$ cat config.mk
export PLATFORM = sky130hd
export DESIGN_NAME = two_task_tick_scheduler_top
export DESIGN_NICKNAME = d
export VERILOG_FILES = /design/src/hw/rtl/ttts_pkg.sv /design/src/hw/rtl/two_task_tick_scheduler_top.sv
export VERILOG_INCLUDE_DIRS = /design/src /design/src/hw/rtl
export SDC_FILE = /design/constraint.sdc
export NUM_CORES = 1
export LEC_CHECK = 0
export ABC_AREA = 0
export BUFFER_PORTS_ARGS = -buffer_cell sky130_fd_sc_hd__buf_4
export CAP_MARGIN = 20
export CORE_AREA = 2 2 259 261
export DETAILED_ROUTE_END_ITERATION = 12
export DIE_AREA = 0 0 261 263
export PLACE_DENSITY = 0.47
export REMOVE_ABC_BUFFERS = 1
export SLEW_MARGIN = 15
export SYNTH_ARGS = -nofsm -noshare
export SYNTH_HDL_FRONTEND = slang
export SYNTH_SLANG_ARGS = --single-unit
$ cat constraint.sdc
create_clock -name clk -period 5.1 [get_ports clk]
set_input_delay 0.255 -clock clk [delete_from_list [all_inputs] [get_ports clk]]
set_output_delay 0.255 -clock clk [all_outputs]
set_load 0.03 [all_outputs]
$ cat src/hw/rtl/two_task_tick_scheduler_top_assert.svh
// Assertion macros for the tick scheduler. Each macro expects clk and rst_n in scope.
`ifndef TWO_TASK_TICK_SCHEDULER_TOP_ASSERT_SVH
`define TWO_TASK_TICK_SCHEDULER_TOP_ASSERT_SVH

// The consequent must hold in the same cycle as the antecedent.
`define TTTS_ASSERT_SAME(label, ante, cons) \
  label: assert property (@(posedge clk) disable iff (!rst_n) (ante) |-> (cons)) \
    else $error("tick scheduler check failed");

// The consequent must hold in the cycle after the antecedent.
`define TTTS_ASSERT_NEXT(label, ante, cons) \
  label: assert property (@(posedge clk) disable iff (!rst_n) (ante) |=> (cons)) \
    else $error("tick scheduler check failed");

`endif

$ cat src/hw/rtl/ttts_pkg.sv
`default_nettype none

package ttts_pkg;

  localparam int SpWidth = 32;

  typedef logic [SpWidth-1:0] sp_t;

  typedef enum logic {
    MODE_TICK  = 1'b0,
    MODE_DELAY = 1'b1
  } mode_t;

  typedef enum logic [1:0] {
    TASK_START = 2'd0,
    TASK_ONE   = 2'd1,
    TASK_TWO   = 2'd2,
    TASK_IDLE  = 2'd3
  } task_t;

  typedef enum logic [1:0] {
    ST_DONE       = 2'd0,
    ST_ZERO_DELAY = 2'd1,
    ST_FAULT      = 2'd2
  } status_t;

  typedef enum logic [1:0] {
    CFG_TASK1_SP = 2'd0,
    CFG_TASK2_SP = 2'd1,
    CFG_IDLE_SP  = 2'd2
  } cfg_idx_t;

  typedef enum logic [1:0] {
    SLOT_ONE  = 2'd0,
    SLOT_TWO  = 2'd1,
    SLOT_IDLE = 2'd2
  } slot_t;

endpackage

`default_nettype wire

$ cat src/hw/rtl/two_task_tick_scheduler_top.sv
// A result is presented once its input transaction has passed through the input register
// and then the result register; a stall on the output can hold it in between.
// Throughput: one transaction per cycle while out_stall is low; the scheduler state updates as
// each item moves from the input register into the result register.
// Reset (rst_n low, synchronous): start context, both tasks runnable, counts zero,
// initial stack pointers zero, no saved pointers, both stages empty.
`default_nettype none

`include "two_task_tick_scheduler_top_assert.svh"

module two_task_tick_scheduler_top (
  input  wire logic        clk,
  input  wire logic        rst_n,
  input  wire logic        in_valid,
  output logic             in_stall,
  input  wire logic        in_mode,
  input  wire logic [31:0] in_saved_sp,
  input  wire logic [31:0] in_delay_ticks,
  output logic             out_valid,
  input  wire logic        out_stall,
  output logic [31:0]      out_next_sp,
  output logic [1:0]       out_next_task,
  output logic [1:0]       out_status,
  input  wire logic        cfg_valid,
  output logic             cfg_ready,
  input  wire logic [1:0]  cfg_index,
  input  wire logic [31:0] cfg_data
);

  // Configuration registers.
  ttts_pkg::sp_t task1_init_r, task2_init_r, idle_init_r;

  // Input stage.
  logic              s1_valid_r;
  ttts_pkg::mode_t   s1_mode_r;
  ttts_pkg::sp_t     s1_sp_r;
  ttts_pkg::sp_t     s1_delay_r;

  // Scheduler state.
  ttts_pkg::task_t   running_r, running_nxt;
  logic              t1_blocked_r, t1_blocked_nxt;
  logic              t2_blocked_r, t2_blocked_nxt;
  ttts_pkg::sp_t     t1_rem_r, t1_rem_nxt;
  ttts_pkg::sp_t     t2_rem_r, t2_rem_nxt;
  ttts_pkg::sp_t     saved_one_r, saved_two_r, saved_idle_r;
  logic [2:0]        saved_flags_r, saved_flags_nxt;

  // Result stage.
  logic              out_valid_r;
  ttts_pkg::sp_t     out_sp_r, out_sp_nxt;
  ttts_pkg::task_t   out_task_r;
  ttts_pkg::status_t out_status_r, out_status_nxt;

  logic              out_space;
  logic              s1_advance;
  logic              in_take;
  logic              save_en;
  ttts_pkg::slot_t   save_slot;
  ttts_pkg::slot_t   next_slot;
  ttts_pkg::task_t   next_task;
  ttts_pkg::sp_t     t1_dec, t2_dec;
  logic              t1_after, t2_after;
  ttts_pkg::sp_t     slot_saved_sp, slot_init_sp;
  logic              slot_flag;

  assign cfg_ready  = 1'b1;
  assign out_space  = !out_valid_r || !out_stall;
  assign s1_advance = s1_valid_r && out_space;
  assign in_stall   = s1_valid_r && !out_space;
  assign in_take    = in_valid && !in_stall;

  assign out_valid     = out_valid_r;
  assign out_next_sp   = out_sp_r;
  assign out_next_task = out_task_r;
  assign out_status    = out_status_r;

  // Countdown of blocked tasks as seen by a tick.
  assign t1_dec   = t1_rem_r - 32'd1;
  assign t2_dec   = t2_rem_r - 32'd1;
  assign t1_after = t1_blocked_r && (t1_dec != 32'd0);
  assign t2_after = t2_blocked_r && (t2_dec != 32'd0);

  always_comb begin
    save_en   = 1'b1;
    save_slot = ttts_pkg::SLOT_ONE;
    next_task = ttts_pkg::TASK_ONE;
    case (running_r)
      ttts_pkg::TASK_START: begin
        save_en   = 1'b0;
        next_task = ttts_pkg::TASK_ONE;
      end
      ttts_pkg::TASK_ONE: begin
        save_slot = ttts_pkg::SLOT_ONE;
        next_task = !t2_after ? ttts_pkg::TASK_TWO :
                    (!t1_after ? ttts_pkg::TASK_ONE : ttts_pkg::TASK_IDLE);
      end
      ttts_pkg::TASK_TWO: begin
        save_slot = ttts_pkg::SLOT_TWO;
        next_task = !t1_after ? ttts_pkg::TASK_ONE :
                    (!t2_after ? ttts_pkg::TASK_TWO : ttts_pkg::TASK_IDLE);
      end
      default: begin
        save_slot = ttts_pkg::SLOT_IDLE;
        next_task = !t1_after ? ttts_pkg::TASK_ONE :
                    (!t2_after ? ttts_pkg::TASK_TWO : ttts_pkg::TASK_IDLE);
      end
    endcase
  end

  always_comb begin
    case (next_task)
      ttts_pkg::TASK_ONE: next_slot = ttts_pkg::SLOT_ONE;
      ttts_pkg::TASK_TWO: next_slot = ttts_pkg::SLOT_TWO;
      default:            next_slot = ttts_pkg::SLOT_IDLE;
    endcase
    case (next_slot)
      ttts_pkg::SLOT_ONE: begin
        slot_saved_sp = saved_one_r;
        slot_init_sp  = task1_init_r;
        slot_flag     = saved_flags_r[0];
      end
      ttts_pkg::SLOT_TWO: begin
        slot_saved_sp = saved_two_r;
        slot_init_sp  = task2_init_r;
        slot_flag     = saved_flags_r[1];
      end
      default: begin
        slot_saved_sp = saved_idle_r;
        slot_init_sp  = idle_init_r;
        slot_flag     = saved_flags_r[2];
      end
    endcase
  end

  always_comb begin
    running_nxt     = running_r;
    t1_blocked_nxt  = t1_blocked_r;
    t2_blocked_nxt  = t2_blocked_r;
    t1_rem_nxt      = t1_rem_r;
    t2_rem_nxt      = t2_rem_r;
    saved_flags_nxt = saved_flags_r;
    out_sp_nxt      = '0;
    out_status_nxt  = ttts_pkg::ST_DONE;
    if (s1_mode_r == ttts_pkg::MODE_TICK) begin
      t1_blocked_nxt = t1_after;
      t2_blocked_nxt = t2_after;
      if (t1_blocked_r) begin
        t1_rem_nxt = t1_dec;
      end
      if (t2_blocked_r) begin
        t2_rem_nxt = t2_dec;
      end
      running_nxt = next_task;
      if (save_en) begin
        saved_flags_nxt[save_slot] = 1'b1;
      end
      // The pointer saved by this very tick wins over the stored copy.
      if (save_en && (save_slot == next_slot)) begin
        out_sp_nxt = s1_sp_r;
      end else if (slot_flag) begin
        out_sp_nxt = slot_saved_sp;
      end else begin
        out_sp_nxt = slot_init_sp;
      end
    end else begin
      if (s1_delay_r == 32'd0) begin
        out_status_nxt = ttts_pkg::ST_ZERO_DELAY;
      end else if (running_r == ttts_pkg::TASK_ONE) begin
        t1_blocked_nxt = 1'b1;
        t1_rem_nxt     = s1_delay_r;
      end else if (running_r == ttts_pkg::TASK_TWO) begin
        t2_blocked_nxt = 1'b1;
        t2_rem_nxt     = s1_delay_r;
      end else begin
        out_status_nxt = ttts_pkg::ST_FAULT;
      end
    end
  end

  always_ff @(posedge clk) begin
    if (!rst_n) begin
      task1_init_r <= '0;
      task2_init_r <= '0;
      idle_init_r  <= '0;
    end else if (cfg_valid && cfg_ready) begin
      case (ttts_pkg::cfg_idx_t'(cfg_index))
        ttts_pkg::CFG_TASK1_SP: task1_init_r <= cfg_data;
        ttts_pkg::CFG_TASK2_SP: task2_init_r <= cfg_data;
        ttts_pkg::CFG_IDLE_SP:  idle_init_r  <= cfg_data;
        default: ;
      endcase
    end
  end

  always_ff @(posedge clk) begin
    if (!rst_n) begin
      s1_valid_r <= 1'b0;
    end else if (in_take) begin
      s1_valid_r <= 1'b1;
    end else if (s1_advance) begin
      s1_valid_r <= 1'b0;
    end
  end

  always_ff @(posedge clk) begin
    if (in_take) begin
      s1_mode_r  <= ttts_pkg::mode_t'(in_mode);
      s1_sp_r    <= in_saved_sp;
      s1_delay_r <= in_delay_ticks;
    end
  end

  always_ff @(posedge clk) begin
    if (!rst_n) begin
      running_r     <= ttts_pkg::TASK_START;
      t1_blocked_r  <= 1'b0;
      t2_blocked_r  <= 1'b0;
      t1_rem_r      <= '0;
      t2_rem_r      <= '0;
      saved_flags_r <= '0;
      out_valid_r   <= 1'b0;
    end else begin
      if (s1_advance) begin
        running_r     <= running_nxt;
        t1_blocked_r  <= t1_blocked_nxt;
        t2_blocked_r  <= t2_blocked_nxt;
        t1_rem_r      <= t1_rem_nxt;
        t2_rem_r      <= t2_rem_nxt;
        saved_flags_r <= saved_flags_nxt;
      end
      if (out_space) begin
        out_valid_r <= s1_valid_r;
      end
    end
  end

  // Stored pointers have no reset; the flags decide when they are read.
  always_ff @(posedge clk) begin
    if (s1_advance && (s1_mode_r == ttts_pkg::MODE_TICK) && save_en) begin
      case (save_slot)
        ttts_pkg::SLOT_ONE: saved_one_r  <= s1_sp_r;
        ttts_pkg::SLOT_TWO: saved_two_r  <= s1_sp_r;
        default:            saved_idle_r <= s1_sp_r;
      endcase
    end
  end

  always_ff @(posedge clk) begin
    if (s1_advance) begin
      out_sp_r     <= out_sp_nxt;
      out_task_r   <= running_nxt;
      out_status_r <= out_status_nxt;
    end
  end

  `TTTS_ASSERT_SAME(a_t1_count_live, t1_blocked_r, t1_rem_r != 32'd0)
  `TTTS_ASSERT_SAME(a_t2_count_live, t2_blocked_r, t2_rem_r != 32'd0)
  `TTTS_ASSERT_NEXT(a_no_return_to_start, running_r != ttts_pkg::TASK_START,
                    running_r != ttts_pkg::TASK_START)
  `TTTS_ASSERT_SAME(a_fault_context, out_valid_r && (out_status_r == ttts_pkg::ST_FAULT),
                    (out_sp_r == 32'd0) && ((out_task_r == ttts_pkg::TASK_START) ||
                    (out_task_r == ttts_pkg::TASK_IDLE)))
  `TTTS_ASSERT_SAME(a_ignored_delay_zero_sp,
                    out_valid_r && (out_status_r == ttts_pkg::ST_ZERO_DELAY),
                    out_sp_r == 32'd0)

endmodule

`default_nettype wire

# Word-level counts from Yosys, hierarchy flattened
# Cells that the tools add are included.
op_classes:
  n_addsub: 2
  multipliers: 0
  n_div: 0
  order_cmp: 2
  n_eq_ne: 13
  shifts: 0
  n_mux: 37
  bitwise: 4
  n_reduce_logical: 38
ops:
  columns: ["op", "n"]
  rows:
  - ["$mux W32", 11]
  - ["$pmux W32 S2", 2]
  - ["$reduce_bool A32 Y1", 2]
  - ["$sub A32 B1 Y32 const B", 2]
  - ["$logic_not A32 Y1", 1]
  - ["$mux W1", 14]
  - ["$pmux W2 S2", 3]
  - ["$reduce_and A2 Y1", 6]
  - ["$eq A2 B1 Y1 const B", 5]
  - ["$mux W2", 5]
  - ["$logic_and A1 B1 Y1", 9]
  - ["$logic_not A2 Y1", 4]
  - ["$reduce_and A4 Y1", 2]
  - ["$eq A2 B2 Y1 const B", 3]
  - ["$reduce_and A3 Y1", 2]
  - ["$reduce_bool A2 Y1", 3]
  - ["$reduce_and A5 Y1", 1]
  - ["$logic_not A1 Y1", 4]
  - ["$ne A2 B1 Y1 const B", 2]
  - ["$ne A2 B2 Y1 const B", 2]
  - ["$reduce_or A2 Y1", 2]
  - ["$lt A2 B3 Y1 const B", 1]
  - ["$not A1 Y1", 3]
  - ["$or A3 B3 Y3", 1]
  - ["other kinds (6)", 6]
totals:
  ff_bits: 366
  latchBits: 0
  ramBits: 0
  romBits: 0
  inputBits: 104
  out_inout_bits: 39
  word_cells: 117
  memories: 0

# Depth between registers and ports, before layout
# Gate-level depths: netlist (run 1).
depth:
  word_depth: 12
  depth_mapped: 22
  mapped_depth_nobuf: 18

# Least setup slack after synthesis (run 1)
# Ideal clock, no wire load.
synth_path:
  path_type: "register -> register"
  start: "register out_valid_r, in the netlist out_valid"
  end: "register saved_two_r[0] (enable)"
  setup_time_ns: 0.464
  arrival_ns: 4.332
  t_required_ns: 4.636
  setup_slack_ns: 0.304
  path_stages_with_launch: 6
  period_less_slack_ns: 4.796
  cell_sequence: "dfxtp_1 -> nand2_1 -> and2_1 -> clkbuf_1 -> nand2_1 -> nor3_1"
synth_between:
  elab_chain_cells: 6
synth_rtl:
  columns: ["element", "line_no", "text"]
  rows:
  - ["start, declared", "two_task_tick_scheduler_top.sv:49", "logic out_valid_r;"]
  - ["start signal, assigned", "two_task_tick_scheduler_top.sv:232", "out_valid_r <= s1_valid_r;"]
  - ["$logic_not A1 Y1", "two_task_tick_scheduler_top.sv:67", "assign out_space = !out_valid_r || !out_stall;"]
  - ["$logic_or A1 B1 Y1", "two_task_tick_scheduler_top.sv:67", null]
  - ["$logic_and A1 B1 Y1", "two_task_tick_scheduler_top.sv:68", "assign s1_advance = s1_valid_r && out_space;"]
  - ["via s1_advance", "two_task_tick_scheduler_top.sv:55", "logic s1_advance;"]
  - ["$logic_and A1 B1 Y1 (2 in series)", "two_task_tick_scheduler_top.sv:239", "if (s1_advance && (s1_mode_r == ttts_pkg::MODE_TICK) && save_en) begin"]
  - ["$reduce_and A2 Y1 (no source line)", null, null]
  - ["end signal, assigned", "two_task_tick_scheduler_top.sv:242", "ttts_pkg::SLOT_TWO: saved_two_r <= s1_sp_r;"]
  - ["end, declared", "two_task_tick_scheduler_top.sv:45", "ttts_pkg::sp_t saved_one_r, saved_two_r, saved_idle_r;"]
# The timed path passes the listed nets, and every way through them passes these cells.
# A chain may end at the register's enable or synchronous reset.

# Final worst setup path (run 1)
layout_path:
  start: "register t2_rem_r[1]"
  end: "register out_sp_r[14], in the netlist out_next_sp[14], data pin"
layout_between:
  elab_chain_cells: 12
  word_cells_on_any_way: 19
  classes_between: "add/sub (1); eq/ne (4); mux (10); reduce/logical (4)"
layout_rtl:
  columns: ["element", "line_no", "text"]
  rows:
  - ["start, declared", "two_task_tick_scheduler_top.sv:44", "ttts_pkg::sp_t t2_rem_r, t2_rem_nxt;"]
  - ["start signal, assigned", "two_task_tick_scheduler_top.sv:228", "t2_rem_r <= t2_rem_nxt;"]
  - ["$sub A32 B1 Y32 (*)", "two_task_tick_scheduler_top.sv:79", "assign t2_dec = t2_rem_r - 32'd1;"]
  - ["$reduce_bool A32 Y1 (*)", "two_task_tick_scheduler_top.sv:81", "assign t2_after = t2_blocked_r && (t2_dec != 32'd0);"]
  - ["$logic_and A1 B1 Y1 (*)", "two_task_tick_scheduler_top.sv:81", null]
  - ["$mux W1", "two_task_tick_scheduler_top.sv:100, two_task_tick_scheduler_top.sv:105", null]
  - ["$mux W2", "two_task_tick_scheduler_top.sv:99, two_task_tick_scheduler_top.sv:104", null]
  - ["$pmux W2 S2 (*)", "two_task_tick_scheduler_top.sv:87", "case (running_r)"]
  - ["$eq A2 B2 Y1 or $eq A2 B1 Y1 (tied branches)", "two_task_tick_scheduler_top.sv:111", "case (next_task)"]
  - ["$pmux W2 S2 (*)", "two_task_tick_scheduler_top.sv:111", null]
  - ["$eq A2 B1 Y1 or $logic_not A2 Y1 (tied branches)", "two_task_tick_scheduler_top.sv:116", "case (next_slot)"]
  - ["$pmux W32 S2 or $pmux W1 S2 (tied branches)", "two_task_tick_scheduler_top.sv:116", null]
  - ["$mux W32", "two_task_tick_scheduler_top.sv:160", "end else if (slot_flag) begin"]
  - ["$mux W32 (*)", "two_task_tick_scheduler_top.sv:158", "if (save_en && (save_slot == next_slot)) begin"]
  - ["end signal, assigned", "two_task_tick_scheduler_top.sv:250", "out_sp_r <= out_sp_nxt;"]
  - ["end, declared", "two_task_tick_scheduler_top.sv:50", "ttts_pkg::sp_t out_sp_r, out_sp_nxt;"]
# Mark *: on every way between the ends. The rest lies on a longest branch, timed or not.

==> impl_metrics.ini, run 1 <==
[status]
status = finished, final reports clean

[timing]
fmax_ghz = 0.216
finalHoldViolCount = 0
worstMarginPinSlew_ns = 1.11
slew_headroom_pct = 25.9
skew_ns = 0.0254
rsz0062_at_grt = false
fin_setup_tns_ns = 0
fin_crit_sh_pct = 91.0
hold_ws_ns = 0.0829
setup_ws_ns = 0.460
slew_violations = 0
period_minus_slack_ns = 4.64
setup_viol = 0

[final_layout]
fillers = 6797
design_area_mm2 = 0.0207
seq_area_mm2 = 0.00930
drive_above_1_share_pct = 13.8
diodes = 0
area_delta_synth_final_pct = 27.0
multi_input_area_mm2 = 0.00648
layout.nets = 1983

[pwr]
p_comb_share_pct = 10.8
power.internal_w = 0.00528
power.density_mw_per_mm2 = 342
total_power_w = 0.00709
power_frac_seq_pct = 46.3
leakagePower_nw = 7.09
clockPowerShare_pct = 42.9
irDropWorstVdd_v = 0.000219
p_switching_w = 0.00181
swShare_pct = 25.5

[yosys]
yosysSeqAreaShare_pct = 57.0
ys_warn_count = 0
synth-main-ff-cell = edfxtp_1
synth_edf_count = 197
synthesis.area_mm2 = 0.0163
avgSynthCellArea_um2 = 9.67
syn_inst = 1686
synthArstFlopShare_pct = 0
ys_ff_latch = 366
synth_cell_type_count = 70

[floorplan]
chipHeight_um = 263
top_level_ports = 143
num_rows = 94
die_area_mm2 = 0.0686
fp.dieW_um = 261
core_mm2 = 0.0656
initial_core_util_pct = 24.8

[worst_setup_path]
worstPathRequired_ns = 5.41
critPathLaunchType = register
r2r_slack_ns = 0.46
worstRegToRegCells = 18
regToRegStartpoint = t2_rem_r[1]
end_kind = register
worst_r2r_endpoint = out_next_sp[14]
crit_type = register to register
worstPathMaxFanout = 64
cp.arrival_ns = 4.95

[place]
dp_slack_ns = 0.363
place_area_mm2 = 0.0183
place_hpwl_um = 32300
portBuffers = 141
place.gp.congestion = 0.878

[flow_run]
maxCapViolCount = 0

[hold_path]
min_path_type = primary input to register
hold_end = saved_flags_r[2]
min-delay-start = rst_n
min_path_cells = 2

[clock_tree]
cts_tree = built
path_clk_slew_ns = 0.05
worstSkewPairLatency_ns = 0.58
cts_htree_levels = 2
clock_path_buffers = 3
cts_buffers = 45
cts-root-buf = clkbuf_16
clock-sinks = 366

[global_route]
grt_use_total_pct = 15.2
antenna_found_initial = 1
grt_max_degree = 89
grt_pass1_wl_um = 81300
grt_overflow = 0
grt_pass1_vias = 13647

[routing]
drtIter0Drc = 1213
vias = 13874
firstDrtPassIters = 6
route.detailed.drc = 0
final_antenna_net_count = 0
wirelength_um = 53600
routedWlPerCell_um = 19.4
routed_via_density = 5.01
==> what timing repair did <==
| item | in CTS | in global routing |
|---|---|---|
| gates resized for setup | 0 | 1 |
| hold buffers | 99 | 0 |
| endpoints found under the setup margin | 0 | 3 |
| buffers inserted | 0 | 0 |
| endpoints found under the hold margin | 163 | 0 |
==> power by group through the flow <==
stage,registers [W],clock network [W],logic (W)
2_1_floorplan,0.00335,0,0.000375
3_3_place_gp,0.00334,0,0.000697
3_5_place_dp,0.00334,0,0.000704
4_1_cts,0.00328,0.00315,0.000771
5_1_grt,0.00329,0.00327,0.000843
6_report,0.00328,0.00304,0.000766
==> layout by cell type (no fill, tap or decap), types with 23 or more instances in the layout <==
master | synthesis | layout
dlygate4sd3_1 | 0 | 99
nand2_1 | 324 | 324
a221oi_1 | 33 | 33
buf_4 | 2 | 172
a22oi_1 | 67 | 67
nor2_1 | 122 | 120
clkbuf_16 | 0 | 45
nor3_1 | 33 | 32
nor4_1 | 29 | 29
o211ai_1 | 34 | 34
dfxtp_1 | 169 | 168
edfxtp_1 | 197 | 197
mux2i_1 | 34 | 34
a21oi_1 | 208 | 207
o21ai_0 | 75 | 75
clkbuf_1 | 126 | 23
==> Yosys cell counts, drive strengths merged, types with 11 or more instances <==
| cell type | number | area (um2) |
|---|---|---|
| clkbuf | 127 | 478 |
| o31ai | 21 | 158 |
| dfxtp | 169 | 3380 |
| o211ai | 34 | 255 |
| nor4 | 29 | 181 |
| mux2i | 34 | 340 |
| buf | 11 | 58.8 |
| inv | 15 | 56.3 |
| nand2 | 324 | 1220 |
| a21oi | 208 | 1040 |
| nor2 | 122 | 458 |
| a21o | 12 | 98.8 |
| a22oi | 67 | 503 |
| nand3 | 13 | 65.1 |
| nand4 | 14 | 87.6 |
| nor3 | 34 | 175 |
| edfxtp | 197 | 5920 |
| o21ai | 78 | 402 |
| a221oi | 34 | 304 |
==> worst max path at each step <==
| stage | from | end | slack (ns) |
|---|---|---|---|
| finish | t2_rem_r[1] | out_next_sp[14] | 0.46 |
| CTS | t1_rem_r[0] | out_next_sp[4] | 0.34 |
| floorplan | t1_rem_r[2] | out_next_sp[0] | -2.15 |
| detailed placement | t1_rem_r[0] | out_next_sp[4] | 0.36 |
| global placement | t1_rem_r[0] | out_next_sp[14] | 0.49 |
| global route | t1_rem_r[0] | out_next_sp[3] | 0.12 |
==> layer usage <==
| metal | share of wire (%) | global-route usage, % | vias up |
|---|---|---|---|
| li1 | - | - | 6556 |
| met1 | 44 | 20.3 | 6775 |
| met2 | 48 | 25.6 | 458 |
| met3 | 6.4 | 2.54 | 83 |
| met4 | 1.9 | 3.99 | 2 |
| met5 | 0.024 | 0 | - |
==> through the flow <==
| step | std cells | utilization (%) |
|---|---|---|
| floorplan | 1548 | - |
| global placement | 2589 | 27.9 |
| detailed placement | 2589 | 27.9 |
| CTS | 2771 | 31.5 |
| global route | 2772 | 31.5 |
| finish | 2772 | 31.5 |
==> registers in the layout, summed over array words and instances, names as in the netlist, 3 cells and up <==
| name | flops |
|---|---|
| idle_init_r | 32 |
| out_next_sp | 32 |
| s1_delay_r | 32 |
| s1_sp_r | 32 |
| saved_idle_r | 32 |
| saved_one_r | 32 |
| saved_two_r | 32 |
| t1_rem_r | 32 |
| t2_rem_r | 32 |
| task1_init_r | 32 |
| task2_init_r | 32 |
| saved_flags_r | 3 |
==> area by class of cell <==
cell class              count  share of cell area, %
clock buffers              70                   5.99
clock inverters            13                  0.695
inverters                  17                  0.320
multi-input cells        1165                   31.3
flip-flops and latches    366                   44.9
well taps                 864                   5.22
repair buffers            277                   11.5
==> logic make-up after synthesis <==
family | synth area share (%)
fa+ha+maj | 0.537
simple gates | 16.6
other cells | 0.0230
compound gates | 19.4
buf+inv | 3.68
mux | 2.09
flops | 57.0
xor+xnor | 0.645
==> worst max-delay path: stages, from the launching register on <==
cell and delay, ns:
dfxtp_1 0.32, inv_1 0.10, ha_1 0.20, nor4b_1 0.46
nand4_1 0.39, nor3_1 0.28, mux2i_1 0.11, o2bb2ai_1 0.24
a41o_1 0.41, nand2_1 0.12, a21oi_1 0.22, ha_2 0.38
nor2_1 0.22, a21oi_4 0.06, buf_12 0.24, a221oi_1 0.25
a21oi_1 0.07, o211ai_1 0.21, a21oi_1 0.09
No activity file was read; power rests on OpenSTA's default activity.
==> run 2, diff against run 1 <==
--- a/config.mk
+++ b/config.mk
@@ -6,9 +6,7 @@
 export SDC_FILE = /design/constraint.sdc
 export NUM_CORES = 1
 export LEC_CHECK = 0
-export ABC_AREA = 0
 export BUFFER_PORTS_ARGS = -buffer_cell sky130_fd_sc_hd__buf_4
-export CAP_MARGIN = 20
 export CORE_AREA = 2 2 259 261
 export DETAILED_ROUTE_END_ITERATION = 12
 export DIE_AREA = 0 0 261 263
==> constraint.sdc (replaced) <==
create_clock -name clk -period 4.9 [get_ports clk]
set_input_delay 0.245 -clock clk [delete_from_list [all_inputs] [get_ports clk]]
set_output_delay 0.245 -clock clk [all_outputs]
set_load 0.03 [all_outputs]
==> impl_metrics.ini, run 2 (synthesis gave the netlist of run 1 again) <==
[floorplan]
die_area_mm2 = 0.0686
core_mm2 = 0.0656
chipHeight_um = 263
fp.dieW_um = 261
num_rows = 94
initial_core_util_pct = 24.8
top_level_ports = 143

[routing]
wirelength_um = 54300
wl_met1_um = 23800
route.detailed.drc = 0
routed_via_density = 5.07
vias = 14084
final_antenna_net_count = 0
met3_length_um = 3590
firstDrtPassIters = 6
drtIter0Drc = 1380
met2_length_um = 25800
routedWlPerCell_um = 19.5
routed.top_layer = met5

[global_route]
grt_overflow = 0
grt_use_total_pct = 15.4
grt_max_degree = 156
antenna_found_initial = 2
grt_pass1_vias = 13796
grt_pass1_wl_um = 82200

[hold_path]
min-delay-start = cfg_index[0]
min_path_type = primary input to register
min_path_cells = 5
hold_end = task1_init_r[4]

[timing]
fmax_ghz = 0.216
rsz0062_at_grt = false
slew_headroom_pct = 25.5
hold_ws_ns = 0.339
worstMarginPinSlew_ns = 1.12
setup_viol = 0
fin_crit_sh_pct = 94.6
period_minus_slack_ns = 4.63
finalHoldViolCount = 0
fin_setup_tns_ns = 0
slew_violations = 0
skew_ns = 0.0155

[worst_setup_path]
crit_type = register to register
critPathBufInv = 3
critPathLaunchType = register
worstPathRequired_ns = 5.21
worst_r2r_endpoint = out_next_sp[21]
cp_top_family = simple AND/OR/NAND/NOR gates
worstRegToRegCells = 17
r2r_slack_ns = 0.27
end_kind = register
critical_path.max_stage_delay_ns = 0.58
cp.arrival_ns = 4.94
crit_top_cell = a21oi_1
slowest_stage = or4_4
crit_chain = or4_4, or4_4, or4_1, nand4b_1, a2111oi_4, a21o_4, buf_4, a21oi_1, ha_2, buf_4, nor2_1, a21oi_4, buf_12, a221oi_1, a21oi_1, o211ai_1, a21oi_1
worstPathMaxFanout = 46
regToRegStartpoint = t1_rem_r[18]

[clock_tree]
clock_path_buffers = 3
cts_buffers = 44
worstSkewPairLatency_ns = 0.58
path_clk_slew_ns = 0.06
cts_tree = built
clock-sinks = 366
cts_htree_levels = 2
cts-root-buf = clkbuf_16

[place]
place.gp.congestion = 0.828
portBuffers = 141
place_hpwl_um = 32700

[pwr]
leakagePower_nw = 7.15
irDropWorstVdd_v = 0.000264
power.density_mw_per_mm2 = 357

[final_layout]
final_cell_mix = nand2_1, a21oi_1, edfxtp_1, buf_4, dfxtp_1
fillers = 6775
layout.nets = 1990
area_delta_synth_final_pct = 27.8
drive_above_1_share_pct = 14.9
final_common_cell = nand2_1

[status]
status = finished, final reports clean

[flow_run]
maxCapViolCount = 0
[run 2: cell type report]
| cell class | instances | area (um2) | share of cell area (%) |
|---|---|---|---|
| Inverter | 17 | 66.3 | 0.318 |
| Timing Repair Buffer | 285 | 2450 | 11.8 |
| Tap cell | 864 | 1080 | 5.19 |
| Multi-Input combinational cell | 1165 | 6540 | 31.4 |
| Sequential cell | 366 | 9300 | 44.6 |
| Clock inverter | 16 | 143 | 0.684 |
| Antenna cell | 1 | 2.50 | 0.0120 |
| Clock buffer | 66 | 1260 | 6.07 |
[run 2: worst max path at each step]
stage	from	end	slack [ns]	depth (start not counted)
2_1_floorplan	t1_rem_r[2]	out_next_sp[0]	-2.35	14
3_3_place_gp	t1_rem_r[1]	out_next_sp[30]	0.07	18
3_5_place_dp	t1_rem_r[1]	out_next_sp[4]	-0.03	18
4_1_cts	t1_rem_r[1]	out_next_sp[27]	0.05	15
5_1_grt	t1_rem_r[1]	out_next_sp[2]	0.01	19
6_report	t1_rem_r[18]	out_next_sp[21]	0.27	17
[run 2: metal layers]
metal	up-vias	track usage, %
li1	6586	-
met1	6888	20.5
met2	510	25.8
met3	96	2.66
met4	4	4.05
met5	-	0
[run 2: worst register-to-register path, cell delays in order (launching register included)]
cell and delay [ns]:
dfxtp_1 0.39, or4_4 0.58, or4_4 0.50, or4_1 0.40, nand4b_1 0.16, a2111oi_4 0.10
a21o_4 0.24, buf_4 0.16, a21oi_1 0.18, ha_2 0.34, buf_4 0.17, nor2_1 0.19
a21oi_4 0.06, buf_12 0.20, a221oi_1 0.35, a21oi_1 0.09, o211ai_1 0.17, a21oi_1 0.08
[run 2: report_power, final]
group	internal [W]	total, W	switching, W
sequential	0.00333	0.00341	0.0000742
combinational	0.000327	0.000820	0.000493
clock	0.00185	0.00321	0.00136
[run 2: repair_timing]
action / CTS / global route
endpoints found under the hold margin: 164 / 0
hold buffers: 100 / 0
pin swaps: 0 / 0
endpoints found under the setup margin: 32 / 32
resized for setup: 1 / 8
setup buffers: 0 / 0
cloned: 0 / 0
[run 2: per-stage QoR]
step	setup WS, ns	std cells	area (um2)	total power, W	util [%]
floorplan	-2.35	1548	15800	0.00388	-
global placement	0.0655	2597	18400	0.00421	28.0
detailed placement	-0.0290	2597	18400	0.00422	28.0
CTS	0.0460	2779	20800	0.00755	31.7
global route	0.0145	2779	20800	0.00775	31.8
finish	0.267	2780	20800	0.00744	31.8
==> run 3, diff against run 2 <==
--- a/config.mk
+++ b/config.mk
@@ -8,6 +8,7 @@
 export LEC_CHECK = 0
 export BUFFER_PORTS_ARGS = -buffer_cell sky130_fd_sc_hd__buf_4
 export CORE_AREA = 2 2 259 261
+export CTS_BUF_LIST = sky130_fd_sc_hd__clkbuf_2 sky130_fd_sc_hd__clkbuf_4 sky130_fd_sc_hd__clkbuf_8
 export DETAILED_ROUTE_END_ITERATION = 12
 export DIE_AREA = 0 0 261 263
 export PLACE_DENSITY = 0.47
==> impl_metrics.ini, run 3 (synthesis gave the netlist of run 1 again) <==
[status]
status = finished, final reports clean

[final_layout]
final_core_util_pct = 31.9
diodes = 0
area_delta_synth_final_pct = 28.3
final_common_cell = nand2_1
final_cell_mix = nand2_1, a21oi_1, edfxtp_1, buf_4, dfxtp_1
layout.nets = 2017
drive_above_1_share_pct = 17.6

[pwr]
power_frac_seq_pct = 45.9
clockPowerShare_pct = 43.1
p_comb_share_pct = 11.0
p_switching_w = 0.00194
irDropWorstVdd_v = 0.000161
power.internal_w = 0.00548
leakagePower_nw = 7.26
swShare_pct = 26.2
power.density_mw_per_mm2 = 355

[routing]
routedWlPerCell_um = 19.3
drtIter0Drc = 1303
vias = 14125
wirelength_um = 54700
routed_via_density = 5.00
route.detailed.drc = 0
firstDrtPassIters = 5
final_antenna_net_count = 0

[hold_path]
min_path_type = primary input to register

[place]
place_hpwl_um = 32700
dp_slack_ns = -0.0290
place.gp.congestion = 0.828
portBuffers = 141

[timing]
finalHoldViolCount = 0
fmax_ghz = 0.215
slew_headroom_pct = 26.0
setup_viol = 0
setup_ws_ns = 0.256
fin_crit_sh_pct = 94.8
rsz0062_at_grt = false
period_minus_slack_ns = 4.64
worstMarginPinSlew_ns = 1.11
hold_ws_ns = 0.278
skew_ns = 0.0436
slew_violations = 0

[global_route]
grt_pass1_wl_um = 83000
antenna_found_initial = 1
grt_use_total_pct = 15.6
grt_overflow = 0
grt_max_degree = 156
grt_pass1_vias = 14085

[worst_setup_path]
worstPathMaxFanout = 13
cp.arrival_ns = 5.11
crit_type = register to register
critPathLaunchType = register
r2r_slack_ns = 0.26
end_kind = register
worstPathRequired_ns = 5.37

[floorplan]
die_area_mm2 = 0.0686
fp.dieW_um = 261
chipHeight_um = 263
num_rows = 94
initial_core_util_pct = 24.8
top_level_ports = 143
core_mm2 = 0.0656

[clock_tree]
path_clk_slew_ns = 0.06
post_cts_buffers = 0
clock-sinks = 366
clock_path_buffers = 3
worstSkewPairLatency_ns = 0.65
cts-root-buf = clkbuf_8
cts_htree_levels = 3
cts_tree = built
cts_buffers = 71

[flow_run]
maxCapViolCount = 0
-- run 3: cell count changes in the layout (fill, tap and decap cells not counted), moves of 2 or more --
cell / previous run / this run
clkbuf_8: 6 / 82
clkbuf_16: 45 / 0
clkbuf_4: 0 / 31
clkbuf_1: 15 / 0
inv_16: 2 / 0
-- run 3: path summary, 6_finish.rpt --
path	end	start	depth (start not counted)
max	out_next_sp[0]	t1_rem_r[18]	13
min	task1_init_r[4]	cfg_index[0]	5
max reg2reg	out_next_sp[0]	t1_rem_r[18]	13
min reg2reg	idle_init_r[5]	idle_init_r[5]	2
-- run 3: per-layer routing --
layer / GRT usage, % / wire, um
met5: 0 / 16
met4: 4.47 / 1220
met3: 3.23 / 3510
met2: 25.8 / 25900
met1: 20.5 / 24000
-- run 3: critical path, stage by stage, from the launching register on --
cell and delay, ns:
dfxtp_1 0.38, or4_4 0.57, or4_4 0.50, or4_1 0.40
nand4b_1 0.16, a2111oi_4 0.10, a21o_4 0.24, buf_4 0.15
a21oi_1 0.18, ha_2 0.34, o31ai_4 0.91, buf_4 0.28
nand2_1 0.07, a21oi_1 0.16
-- run 3: power groups by stage --
stage	Combinational (W)	Clock [W]	Sequential, W
finish	0.000820	0.00320	0.00341
global route	0.000902	0.00345	0.00342
CTS	0.000819	0.00332	0.00341
detailed placement	0.000748	0	0.00347
global placement	0.000739	0	0.00347
floorplan	0.000390	0	0.00349
-- run 3: cell type report --
| type | instances | area, um2 |
|---|---|---|
| fillers | 6800 | 44700 |
| flip-flops and latches | 366 | 9300 |
| multi-input cells | 1165 | 6540 |
| repair buffers | 285 | 2450 |
| clock buffers | 113 | 1360 |
| well taps | 864 | 1080 |
| clock inverters | 16 | 129 |
| inverters | 17 | 66.3 |
-- run 3: per-stage QoR --
step / std cells / setup TNS (ns) / area (um2) / total power, W
global route: 2826 / 0 / 20900 / 0.00777
detailed placement: 2597 / -0.127 / 18400 / 0.00422
floorplan: 1548 / -158.02 / 15800 / 0.00388
CTS: 2826 / 0 / 20900 / 0.00754
global placement: 2597 / 0 / 18400 / 0.00421
finish: 2826 / 0 / 20900 / 0.00743
-- run 3: repair_timing --
action                     CTS  global route
hold endpoints to repair   177             0
pin swaps                    0             0
setup endpoints to repair   31            32
resized for setup            1             8
hold buffers               100             0
